==> src/rtl/rsf_pkg.sv <==
// Shared types and constants for the resonant filter with saturated feedback.
// Used by the coefficient unit, the filter top level and the port checker.
`timescale 1ns / 1ps
`default_nettype none

package rsf_pkg;

    localparam int UPDATE_INTERVAL_DEF = 16;

    // Number formats: samples Q1.15, state Q5.27, coefficients Q1.17.
    localparam int SAMPLE_W = 16;
    localparam int STATE_W  = 32;
    localparam int COEF_W   = 18;
    localparam int MEM_DEPTH = 7;
    localparam int MEM_AW    = 3;

    // Configuration port.
    localparam int CFG_IDX_W  = 8;
    localparam int CFG_DATA_W = 32;
    localparam logic [CFG_IDX_W-1:0] CFG_CUTOFF_LEVEL   = 8'd0;
    localparam logic [CFG_IDX_W-1:0] CFG_RESONANCE_GAIN = 8'd1;
    localparam logic [CFG_IDX_W-1:0] CFG_CUTOFF_OFFSET  = 8'd2;
    localparam logic [CFG_IDX_W-1:0] CFG_SAMPLE_RATE_HZ = 8'd3;

    localparam int CUTOFF_W = 15;
    localparam int RES_W    = 16;
    localparam int OFFS_W   = 16;
    localparam int FS_W     = 18;

    // Coefficient arithmetic constants.
    localparam logic [25:0] K_Q8     = 26'd35467324;   // 2*pi*22050 in Q.8
    localparam logic [9:0]  OFFS_Q18 = 10'd524;        // 0.002 in Q.18
    localparam logic [15:0] GAIN_Q16 = 16'd21627;      // 0.33 in Q.16

    typedef struct packed {
        logic [COEF_W-1:0] low_a;
        logic [COEF_W-1:0] low_b;
        logic [COEF_W-1:0] high_a;
    } coeff_set_t;

endpackage

`default_nettype wire

==> src/rtl/rsf_coeff_unit.sv <==
// Coefficient unit: recomputes the two lowpass and the highpass coefficients.
// Holds one multiplier and an 18-step restoring divider. Depends on rsf_pkg.
`timescale 1ns / 1ps
`default_nettype none

module rsf_coeff_unit
    import rsf_pkg::*;
(
    input  wire logic                       aclk,
    input  wire logic                       aresetn,
    input  wire logic                       start,
    input  wire logic [CUTOFF_W-1:0]        cutoff_level,
    input  wire logic signed [OFFS_W-1:0]   cutoff_offset,
    input  wire logic [FS_W-1:0]            sample_rate_hz,
    output logic                            done,
    output coeff_set_t                      coeff
);

    localparam int C_W   = 19;            // modulated cutoff, Q.18
    localparam int P_W   = 45;            // K * c
    localparam int FSQ_W = FS_W + 26;     // fs << 26
    localparam int D_W   = 46;            // divisor
    localparam int N_W   = 63;            // dividend
    localparam int Q_W   = 18;            // quotient bits

    localparam logic [1:0] JOB_LA = 2'd0;
    localparam logic [1:0] JOB_LB = 2'd1;
    localparam logic [1:0] JOB_HA = 2'd2;

    typedef enum logic [5:0] {
        CS_IDLE  = 6'b000001,
        CS_PREP  = 6'b000010,
        CS_MUL   = 6'b000100,
        CS_LOAD  = 6'b001000,
        CS_DIV   = 6'b010000,
        CS_STORE = 6'b100000
    } cstate_t;

    cstate_t          state_reg, state_next;
    logic [1:0]       job_reg, job_next;
    logic [4:0]       iter_reg, iter_next;
    logic [C_W-1:0]   ca_reg, cb_reg;
    logic [P_W-1:0]   p_reg;
    logic [D_W-1:0]   d_reg;
    logic [D_W-1:0]   rem_reg;
    logic [Q_W-1:0]   nbits_reg;
    logic [Q_W-1:0]   q_reg;
    coeff_set_t       coeff_reg;

    logic signed [C_W-1:0] m_sum;
    logic [16:0]           m_pos;
    logic [FSQ_W-1:0]      fsq;
    logic [D_W-1:0]        d_c;
    logic [N_W-1:0]        n_c;
    logic [P_W-1:0]        num_src;
    logic [D_W:0]          trial;
    logic                  trial_ge;

    assign m_sum = $signed({3'b000, cutoff_level, 1'b0}) + C_W'(cutoff_offset);
    assign m_pos = m_sum[C_W-1] ? 17'd0 : m_sum[16:0];
    assign fsq   = {sample_rate_hz, 26'd0};
    assign d_c   = D_W'(fsq) + D_W'(p_reg);
    assign num_src = (job_reg == JOB_HA) ? P_W'(fsq) : p_reg;
    assign n_c   = (N_W'(num_src) << 17) + N_W'(d_c >> 1);
    assign trial = {rem_reg, nbits_reg[Q_W-1]};
    assign trial_ge = trial >= {1'b0, d_reg};

    always_comb begin
        state_next = state_reg;
        job_next   = job_reg;
        iter_next  = iter_reg;
        unique case (state_reg)
            CS_IDLE:  if (start) state_next = CS_PREP;
            CS_PREP: begin
                job_next   = JOB_LA;
                state_next = CS_MUL;
            end
            CS_MUL:   state_next = CS_LOAD;
            CS_LOAD: begin
                iter_next  = '0;
                state_next = CS_DIV;
            end
            CS_DIV: begin
                iter_next = iter_reg + 5'd1;
                if (iter_reg == 5'(Q_W - 1)) state_next = CS_STORE;
            end
            CS_STORE: begin
                if (job_reg == JOB_HA) begin
                    state_next = CS_IDLE;
                end else begin
                    job_next   = job_reg + 2'd1;
                    state_next = CS_MUL;
                end
            end
            default: state_next = CS_IDLE;
        endcase
    end

    always_ff @(posedge aclk) begin
        if (!aresetn) begin
            state_reg <= CS_IDLE;
            job_reg   <= JOB_LA;
            iter_reg  <= '0;
            coeff_reg <= '0;
        end else begin
            state_reg <= state_next;
            job_reg   <= job_next;
            iter_reg  <= iter_next;
            if (state_reg == CS_STORE) begin
                unique case (job_reg)
                    JOB_LA:  coeff_reg.low_a  <= q_reg;
                    JOB_LB:  coeff_reg.low_b  <= q_reg;
                    default: coeff_reg.high_a <= q_reg;
                endcase
            end
        end
    end

    // Datapath: the highpass job recomputes the lowpass-A product K*ca for its divisor.
    always_ff @(posedge aclk) begin
        if (state_reg == CS_PREP) begin
            ca_reg <= {m_pos, 2'b00} + C_W'(OFFS_Q18);
            cb_reg <= ({m_pos, 2'b00} + C_W'(OFFS_Q18)) >> 1;
        end
        if (state_reg == CS_MUL) begin
            p_reg <= P_W'(K_Q8) * P_W'((job_reg == JOB_LB) ? cb_reg : ca_reg);
        end
        if (state_reg == CS_LOAD) begin
            d_reg     <= d_c;
            rem_reg   <= D_W'(n_c[N_W-1:Q_W]);
            nbits_reg <= n_c[Q_W-1:0];
            q_reg     <= '0;
        end
        if (state_reg == CS_DIV) begin
            rem_reg   <= trial_ge ? D_W'(trial - {1'b0, d_reg}) : trial[D_W-1:0];
            nbits_reg <= {nbits_reg[Q_W-2:0], 1'b0};
            q_reg     <= {q_reg[Q_W-2:0], trial_ge};
        end
    end

    assign done  = (state_reg == CS_STORE) && (job_reg == JOB_HA);
    assign coeff = coeff_reg;

endmodule

`default_nettype wire

==> src/rtl/resonant_filter_saturated_feedback_unit.sv <==
// Top level of the resonant filter with saturated feedback.
// Depends on rsf_pkg and rsf_coeff_unit; filter state lives in a local memory.
//
//  Channel  | Ports                                      | Direction
//  ---------+--------------------------------------------+----------
//  input    | s_valid, s_ready, s_in_sample              | in
//  result   | m_valid, m_ready, m_out_sample             | out
//  config   | cfg_valid, cfg_ready, cfg_index, cfg_data  | in
//
// The path from acceptance to the result register is set by the walk of the
// sequencer over the seven-entry state memory and the shared multiplier.
// Every UPDATE_INTERVAL-th sample first waits on the coefficient unit, which
// computes one product and an 18-step division for each of three coefficients.
// Reset is synchronous and active low; the state memory reads as zero after
// reset through per-entry valid bits, so no clearing pass is needed.
// A stalled result holds the sequencer in its last step; a new transaction
// is taken while a finished result still waits on the result channel.
`timescale 1ns / 1ps
`default_nettype none

module resonant_filter_saturated_feedback_unit
    import rsf_pkg::*;
#(
    parameter int UPDATE_INTERVAL = UPDATE_INTERVAL_DEF
) (
    input  wire logic                       aclk,
    input  wire logic                       aresetn,
    input  wire logic                       s_valid,
    output logic                            s_ready,
    input  wire logic signed [SAMPLE_W-1:0] s_in_sample,
    output logic                            m_valid,
    input  wire logic                       m_ready,
    output logic signed [SAMPLE_W-1:0]      m_out_sample,
    input  wire logic                       cfg_valid,
    output logic                            cfg_ready,
    input  wire logic [CFG_IDX_W-1:0]       cfg_index,
    input  wire logic [CFG_DATA_W-1:0]      cfg_data
);

    localparam int CNT_W = $clog2(UPDATE_INTERVAL + 1);
    localparam int OA_W  = 34;     // multiplier operand A
    localparam int OB_W  = 20;     // multiplier operand B
    localparam int PW    = OA_W + OB_W;
    localparam int X_W   = 28;     // input sample in Q1.27
    localparam int SA_W  = 29;     // clipped sum
    localparam int HIN_W = 30;     // highpass input

    localparam logic [MEM_AW-1:0] ADDR_A0 = 3'd0;
    localparam logic [MEM_AW-1:0] ADDR_A1 = 3'd1;
    localparam logic [MEM_AW-1:0] ADDR_B0 = 3'd2;
    localparam logic [MEM_AW-1:0] ADDR_B1 = 3'd3;
    localparam logic [MEM_AW-1:0] ADDR_HO = 3'd4;
    localparam logic [MEM_AW-1:0] ADDR_HI = 3'd5;
    localparam logic [MEM_AW-1:0] ADDR_FB = 3'd6;

    localparam logic signed [PW-1:0] ONE_Q27 = PW'(64'sd134217728);

    // Sequencer: one state per memory access or multiplier step.
    typedef enum logic [17:0] {
        ST_IDLE = 18'h00001,
        ST_COEF = 18'h00002,
        ST_FB   = 18'h00004,
        ST_A0   = 18'h00008,
        ST_A0W  = 18'h00010,
        ST_A1   = 18'h00020,
        ST_A1W  = 18'h00040,
        ST_B0   = 18'h00080,
        ST_B0W  = 18'h00100,
        ST_B1   = 18'h00200,
        ST_B1W  = 18'h00400,
        ST_SA   = 18'h00800,
        ST_HP   = 18'h01000,
        ST_HPW  = 18'h02000,
        ST_FBM  = 18'h04000,
        ST_FBW  = 18'h08000,
        ST_OM   = 18'h10000,
        ST_OW   = 18'h20000
    } state_t;

    function automatic logic signed [PW-1:0] rnd_shift(input logic signed [PW-1:0] v,
                                                       input logic [4:0] s);
        logic signed [PW-1:0] half;
        half = PW'(1) << (s - 5'd1);
        // Round to nearest, ties away from zero.
        if (v[PW-1]) rnd_shift = (v + half - PW'(1)) >>> s;
        else         rnd_shift = (v + half) >>> s;
    endfunction

    function automatic logic signed [STATE_W-1:0] sat32(input logic signed [PW-1:0] v);
        if (v > PW'(64'sh7fff_ffff))       sat32 = 32'sh7fff_ffff;
        else if (v < -PW'(64'sh8000_0000)) sat32 = 32'sh8000_0000;
        else                               sat32 = v[STATE_W-1:0];
    endfunction

    function automatic logic signed [PW-1:0] clip1(input logic signed [PW-1:0] v);
        if (v > ONE_Q27)       clip1 = ONE_Q27;
        else if (v < -ONE_Q27) clip1 = -ONE_Q27;
        else                   clip1 = v;
    endfunction

    // Configuration registers.
    logic [CUTOFF_W-1:0]       cutoff_level_reg;
    logic [RES_W-1:0]          resonance_gain_reg;
    logic signed [OFFS_W-1:0]  cutoff_offset_reg;
    logic [FS_W-1:0]           sample_rate_hz_reg;

    assign cfg_ready = 1'b1;

    always_ff @(posedge aclk) begin
        if (!aresetn) begin
            cutoff_level_reg   <= 15'd16384;
            resonance_gain_reg <= '0;
            cutoff_offset_reg  <= '0;
            sample_rate_hz_reg <= 18'd44100;
        end else if (cfg_valid && cfg_ready) begin
            unique case (cfg_index)
                CFG_CUTOFF_LEVEL:   cutoff_level_reg   <= cfg_data[CUTOFF_W-1:0];
                CFG_RESONANCE_GAIN: resonance_gain_reg <= cfg_data[RES_W-1:0];
                CFG_CUTOFF_OFFSET:  cutoff_offset_reg  <= cfg_data[OFFS_W-1:0];
                CFG_SAMPLE_RATE_HZ: sample_rate_hz_reg <= cfg_data[FS_W-1:0];
                default: ;
            endcase
        end
    end

    // Coefficient unit.
    logic       coef_start;
    logic       coef_done;
    coeff_set_t coeff;

    rsf_coeff_unit u_coeff (
        .aclk           (aclk),
        .aresetn        (aresetn),
        .start          (coef_start),
        .cutoff_level   (cutoff_level_reg),
        .cutoff_offset  (cutoff_offset_reg),
        .sample_rate_hz (sample_rate_hz_reg),
        .done           (coef_done),
        .coeff          (coeff)
    );

    // Filter state memory with a registered read. Valid bits make a
    // never-written entry read as zero.
    logic signed [STATE_W-1:0] mem [MEM_DEPTH];
    logic [MEM_DEPTH-1:0]      mem_vld_reg;
    logic                      mem_we, mem_re;
    logic [MEM_AW-1:0]         mem_waddr, mem_raddr;
    logic signed [STATE_W-1:0] mem_wdata;
    logic signed [STATE_W-1:0] mem_q_reg;

    always_ff @(posedge aclk) begin
        if (mem_we) mem[mem_waddr] <= mem_wdata;
    end

    always_ff @(posedge aclk) begin
        if (!aresetn)    mem_vld_reg <= '0;
        else if (mem_we) mem_vld_reg[mem_waddr] <= 1'b1;
    end

    always_ff @(posedge aclk) begin
        if (mem_re) mem_q_reg <= mem_vld_reg[mem_raddr] ? mem[mem_raddr] : '0;
    end

    // Control registers.
    state_t              state_reg, state_next;
    logic [CNT_W-1:0]    cnt_reg, cnt_next;
    logic                out_valid_reg, out_valid_next;
    logic [CNT_W-1:0]    cnt_inc;
    logic                s_fire;
    logic                out_load;

    // Datapath registers.
    logic signed [X_W-1:0]      x_reg;
    logic signed [STATE_W-1:0]  fb_reg, a0_reg, a1_reg, b0_reg, b1_reg, h_reg, m_reg;
    logic signed [SA_W-1:0]     sa_reg;
    logic signed [HIN_W-1:0]    hin_reg;
    logic signed [PW-1:0]       prod_reg;
    logic signed [SAMPLE_W-1:0] out_reg;

    assign s_ready  = (state_reg == ST_IDLE);
    assign s_fire   = s_valid && s_ready;
    assign cnt_inc  = cnt_reg + CNT_W'(1);
    assign out_load = (state_reg == ST_OW) && (!out_valid_reg || m_ready);

    always_comb begin
        state_next = state_reg;
        cnt_next   = cnt_reg;
        coef_start = 1'b0;
        mem_re     = 1'b0;
        mem_raddr  = ADDR_FB;
        unique case (state_reg)
            ST_IDLE: begin
                if (s_fire) begin
                    if (cnt_inc >= CNT_W'(UPDATE_INTERVAL)) begin
                        cnt_next   = '0;
                        coef_start = 1'b1;
                        state_next = ST_COEF;
                    end else begin
                        cnt_next   = cnt_inc;
                        mem_re     = 1'b1;
                        state_next = ST_FB;
                    end
                end
            end
            ST_COEF: begin
                if (coef_done) begin
                    mem_re     = 1'b1;
                    state_next = ST_FB;
                end
            end
            ST_FB:  begin mem_re = 1'b1; mem_raddr = ADDR_A0; state_next = ST_A0; end
            ST_A0:  state_next = ST_A0W;
            ST_A0W: begin mem_re = 1'b1; mem_raddr = ADDR_A1; state_next = ST_A1; end
            ST_A1:  state_next = ST_A1W;
            ST_A1W: begin mem_re = 1'b1; mem_raddr = ADDR_B0; state_next = ST_B0; end
            ST_B0:  state_next = ST_B0W;
            ST_B0W: begin mem_re = 1'b1; mem_raddr = ADDR_B1; state_next = ST_B1; end
            ST_B1:  state_next = ST_B1W;
            ST_B1W: begin mem_re = 1'b1; mem_raddr = ADDR_HO; state_next = ST_SA; end
            ST_SA:  begin mem_re = 1'b1; mem_raddr = ADDR_HI; state_next = ST_HP; end
            ST_HP:  state_next = ST_HPW;
            ST_HPW: state_next = ST_FBM;
            ST_FBM: state_next = ST_FBW;
            ST_FBW: state_next = ST_OM;
            ST_OM:  state_next = ST_OW;
            ST_OW:  if (out_load) state_next = ST_IDLE;
            default: state_next = ST_IDLE;
        endcase
    end

    always_comb begin
        out_valid_next = out_valid_reg;
        if (out_load)     out_valid_next = 1'b1;
        else if (m_ready) out_valid_next = 1'b0;
    end

    always_ff @(posedge aclk) begin
        if (!aresetn) begin
            state_reg     <= ST_IDLE;
            cnt_reg       <= '0;
            out_valid_reg <= 1'b0;
        end else begin
            state_reg     <= state_next;
            cnt_reg       <= cnt_next;
            out_valid_reg <= out_valid_next;
        end
    end

    // Shared multiplier operand selection.
    logic signed [PW-1:0]   opa_wide;
    logic signed [OB_W-1:0] op_b;
    logic                   mul_en;
    logic signed [PW-1:0]   lp_y_wide;
    logic signed [STATE_W-1:0] lp_y;
    logic signed [PW-1:0]   sa_c, hin_c;
    logic signed [PW-1:0]   r_out;

    always_comb begin
        opa_wide = '0;
        op_b     = '0;
        mul_en   = 1'b1;
        unique case (state_reg)
            ST_A0: begin
                opa_wide = PW'(fb_reg) + PW'(x_reg) - PW'(mem_q_reg);
                op_b     = OB_W'({2'b00, coeff.low_a});
            end
            ST_A1: begin
                opa_wide = PW'(a0_reg) + PW'(fb_reg) - PW'(mem_q_reg);
                op_b     = OB_W'({2'b00, coeff.low_a});
            end
            ST_B0: begin
                opa_wide = PW'(fb_reg) + PW'(x_reg) - PW'(mem_q_reg);
                op_b     = OB_W'({2'b00, coeff.low_b});
            end
            ST_B1: begin
                opa_wide = PW'(b0_reg) - PW'(mem_q_reg);
                op_b     = OB_W'({2'b00, coeff.low_b});
            end
            ST_HP: begin
                opa_wide = PW'(hin_reg) + PW'(m_reg) - PW'(mem_q_reg);
                op_b     = OB_W'({2'b00, coeff.high_a});
            end
            ST_FBM: begin
                opa_wide = clip1(PW'(h_reg));
                op_b     = OB_W'({4'b0000, resonance_gain_reg});
            end
            ST_OM: begin
                opa_wide = PW'(h_reg) + PW'(sa_reg) + PW'(a1_reg);
                op_b     = OB_W'({4'b0000, GAIN_Q16});
            end
            default: mul_en = 1'b0;
        endcase
    end

    assign lp_y_wide = PW'(m_reg) + rnd_shift(prod_reg, 5'd17);
    assign lp_y      = sat32(lp_y_wide);
    assign sa_c      = clip1(PW'(a1_reg) + PW'(b1_reg));
    assign hin_c     = PW'(x_reg) + sa_c;
    assign r_out     = rnd_shift(prod_reg, 5'd28);

    // Memory write port.
    always_comb begin
        mem_we    = 1'b1;
        mem_waddr = ADDR_FB;
        mem_wdata = lp_y;
        unique case (state_reg)
            ST_A0W: mem_waddr = ADDR_A0;
            ST_A1W: mem_waddr = ADDR_A1;
            ST_B0W: mem_waddr = ADDR_B0;
            ST_B1W: mem_waddr = ADDR_B1;
            ST_HP: begin
                mem_waddr = ADDR_HI;
                mem_wdata = STATE_W'(hin_reg);
            end
            ST_HPW: begin
                mem_waddr = ADDR_HO;
                mem_wdata = sat32(rnd_shift(prod_reg, 5'd17));
            end
            ST_FBW: begin
                mem_waddr = ADDR_FB;
                mem_wdata = STATE_W'(clip1(rnd_shift(prod_reg, 5'd13)));
            end
            default: mem_we = 1'b0;
        endcase
    end

    always_ff @(posedge aclk) begin
        if (s_fire) x_reg <= {s_in_sample, 12'd0};
        if (mul_en) prod_reg <= PW'($signed(opa_wide[OA_W-1:0])) * PW'(op_b);
        unique case (state_reg)
            ST_FB:  fb_reg <= mem_q_reg;
            ST_A0, ST_A1, ST_B0, ST_B1, ST_SA: m_reg <= mem_q_reg;
            ST_A0W: a0_reg <= lp_y;
            ST_A1W: a1_reg <= lp_y;
            ST_B0W: b0_reg <= lp_y;
            ST_B1W: b1_reg <= lp_y;
            ST_HPW: h_reg  <= sat32(rnd_shift(prod_reg, 5'd17));
            default: ;
        endcase
        if (state_reg == ST_SA) begin
            sa_reg  <= sa_c[SA_W-1:0];
            hin_reg <= hin_c[HIN_W-1:0];
        end
        if (out_load) begin
            if (r_out > PW'(32767))       out_reg <= 16'sh7fff;
            else if (r_out < -PW'(32768)) out_reg <= 16'sh8000;
            else                          out_reg <= r_out[SAMPLE_W-1:0];
        end
    end

    assign m_valid      = out_valid_reg;
    assign m_out_sample = out_reg;

endmodule

`default_nettype wire

==> config.mk <==
export PLATFORM = sky130hd
export DESIGN_NAME = resonant_filter_saturated_feedback_unit
export DESIGN_NICKNAME = d
export VERILOG_FILES = /design/src/rtl/rsf_pkg.sv /design/src/rtl/rsf_coeff_unit.sv /design/src/rtl/resonant_filter_saturated_feedback_unit.sv
export SDC_FILE = /design/constraint.sdc
export NUM_CORES = 2
export LEC_CHECK = 0
export CORE_MARGIN = 2
export CORE_UTILIZATION = 68
export CTS_BUF_LIST = sky130_fd_sc_hd__clkbuf_8
export DETAILED_ROUTE_END_ITERATION = 10
export DONT_BUFFER_PORTS = 1
export PLACE_DENSITY = 0.84
export SLEW_MARGIN = 25
export SYNTH_ARGS = -nofsm -noshare
export SYNTH_HDL_FRONTEND = slang
export SYNTH_SLANG_ARGS = --single-unit
==> constraint.sdc <==
create_clock -name aclk -period 13.3 [get_ports aclk]
set_input_delay 2.66 -clock aclk [delete_from_list [all_inputs] [get_ports aclk]]
set_output_delay 2.66 -clock aclk [all_outputs]
set_load 0.01 [all_outputs]
==> qor.yml <==
outcome:
  outcome: "complete, no violations"
grt:
  grt_overflow: 0
  grt_pass1_wl_um: 443000
  grtUsageTotal_pct: 41.7
  first_global_vias: 76100
  grt_max_degree: 152
  antenna_found_initial: 9
pwr:
  p_switching_mw: 3.27
  sw_frac_of_total_pct: 35.8
  clkPwrFrac_pct: 31.5
  internal_power_mw: 5.86
  pwr-share-comb_pct: 30.2
  cellLeakagePower_nw: 43.8
  power.total_mw: 9.13
  ir_drop_uv: 117
  power_frac_seq_pct: 38.3
  power_density_mw_per_mm2: 93.0
floorplanning:
  die_area_sq_mm: 0.139
  start_util_pct: 68.4
  die-height_um: 373
  core_sq_mm: 0.135
  rows: 135
  floorplan.io_pins: 80
  die_w_um: 373
clocking:
  clk_pin_slew_ns: 0.06
  post_cts_buffers: 0
  cts_buffers: 166
  cts.sinks: 957
  clock_latency_ns: 0.97
  clk_path_buf_depth: 3
  cts.hold.buffers_added: 0
  cts-root-buf: "clkbuf_8"
  tritoncts: "built"
  cts_resized: 0
  htree_levels: 4
placed_design:
  portBuffers: 0
  gp_congestion: 1.08
  post-place-cells: 11500
  place_hpwl_um: 225000
logic_synthesis:
  synth_nets: 11500
  synth_cells: 9936
  synth-seq-cells: 957
  async_reset_ff_share_pct: 0
  ys_warn_count: 0
  ys_seq_area_share_pct: 29.3
  synth-edff-count: 794
  synth.avg_cell_area_sq_um: 9.32
  synth_ff_type: "edfxtp_1"
  synth_cell_types: 112
  synth_area_sq_mm: 0.0926
drt:
  first_iter_violations: 9400
  vias: 76400
  viasPerCell: 6.47
  routed_wl_um: 291000
  drcViolationCount: 0
  drtPass1Iterations: 6
  avgRoutedWirePerCell_um: 24.7
  postRouteAntennaNets: 0
timing:
  worst_slew_pin_slew_ns: 1.20
  setup_viol: 0
  fin_crit_sh_pct: 94.8
  whs_ns: 0.463
  fin_worst_skew_ns: 0.0769
  hold_viol: 0
  fmax_ghz: 0.0793
  maxSlewViolCount: 0
  tns_ns: 0
  fin_crit_ns: 12.61
  relSlewSlack_pct: 19.9
  rsz0062_at_grt: "no"
critical_path:
  end_kind: "flop"
  cp_data_arrival_time_ns: 13.29
  path_common_cell: "fa_1"
  slowest_stage: "a2111oi_1"
  path_max_fanout: 15
  worst-setup-path-type: "reg2reg"
  crit_path_max_incr_delay_ns: 0.84
  worstPathRequired_ns: 13.98
  start_kind: "flop"
cells_and_area:
  layout_common_cells: "inv_1, nand2_1, fa_1"
  synthToLayoutAreaGrowth_pct: 6.04
  largest_reg_flops: 224
  final_common_cell: "inv_1"
  stdcell_count: 11800
  drive_gt1_share_pct: 5.82
  nets: 11500
  final_core_util_pct: 72.6
hold_path:
  hp-class: "reg2reg"
job:
  cap_viol_max_count: 0
-- kinds of logic (layout without fill, tap and decap cells) --
logic type,after synthesis,after routing,synth area share [%]
buffers and inverters,1872,1952,7.75
adders and majority gates,1523,1523,27.1
DFF,957,957,29.3
AOI/OAI and AO/OA,1839,1839,13.7
other,1,5,0.00405
xor gates and xnor gates,585,585,5.53
muxes,65,65,0.739
and+or+nand+nor,3094,3094,15.9
-- final timing paths --
path / slack, ns / cells after the start / to / start
worst max-delay path: 0.69 / 37 / prod_reg[51] / mem_q_reg[1]
worst min-delay path: 0.46 / 2 / u_coeff.coeff[33] / u_coeff.coeff[33]
worst max register to register: 0.69 / 37 / prod_reg[51] / mem_q_reg[1]
worst min register to register: 0.46 / 2 / u_coeff.coeff[33] / u_coeff.coeff[33]
-- synthesized netlist by cell type, drive strengths merged, types with 45 or more instances --
master	number	area (sq um)
inv	1493	5600
nand2	1267	4760
fa	807	16200
edfxtp	794	23800
ha	711	8900
nor2	573	2150
a21oi	394	1970
xnor2	364	3190
o21ai	327	1650
clkbuf	297	1110
nand3	258	1290
xor2	221	1940
a21o	201	1510
dfxtp	163	3260
a21boi	159	1190
and2	145	907
nor3	144	742
nor2b	124	776
nand4	108	697
nand2b	102	638
o21a	86	646
nor4	83	619
buf	81	452
a31oi	75	475
and3	70	438
o21bai	68	510
o211ai	51	388
a211oi	45	343
-- routing by layer --
layer,vias up,wire (um),GRT usage (%)
met5,-,86,0
met4,14,22500,27.3
met3,1097,34100,10.1
met2,4615,128000,63.9
met1,37000,106000,52.9
li1,33700,-,-
-- power groups by stage --
stage	Combinational, mW	Sequential (mW)	Clock [mW]
2_1_floorplan	1.92	3.48	0
3_3_place_gp	2.59	3.56	0
3_5_place_dp	2.65	3.56	0
4_1_cts	2.67	3.50	2.89
5_1_grt	2.98	3.50	3.01
6_report	2.76	3.50	2.87
-- critical path: cells and delay by family, from the launching register on --
| kind | cells | cell delay, ns |
|---|---|---|
| compound gates | 10 | 3.62 |
| xor+xnor | 1 | 0.18 |
| fa+ha+maj | 9 | 4.51 |
| buf+inv | 8 | 0.86 |
| flops | 1 | 0.51 |
| mux | 1 | 0.28 |
| simple gates | 8 | 2.42 |
-- through the flow --
stage / setup slack [ns] / area, sq um
after global routing: 0.232 / 98200
after detailed placement: 0.953 / 94700
final: 0.686 / 98200
after global placement: 1.06 / 94600
after floorplan: 2.51 / 92600
after CTS: 0.923 / 98100
-- layout make-up --
class / count / area [sq um]
timing repair buffer: 158 / 1200
fill: 9949 / 37100
antenna: 4 / 10.0
clock inverter: 126 / 1060
multi-input combinational: 7107 / 58600
clock buffer: 174 / 2390
tap: 1781 / 2230
inverter: 1494 / 5610
sequential: 957 / 27100
Note: power is estimated with default switching activity, not from simulation.
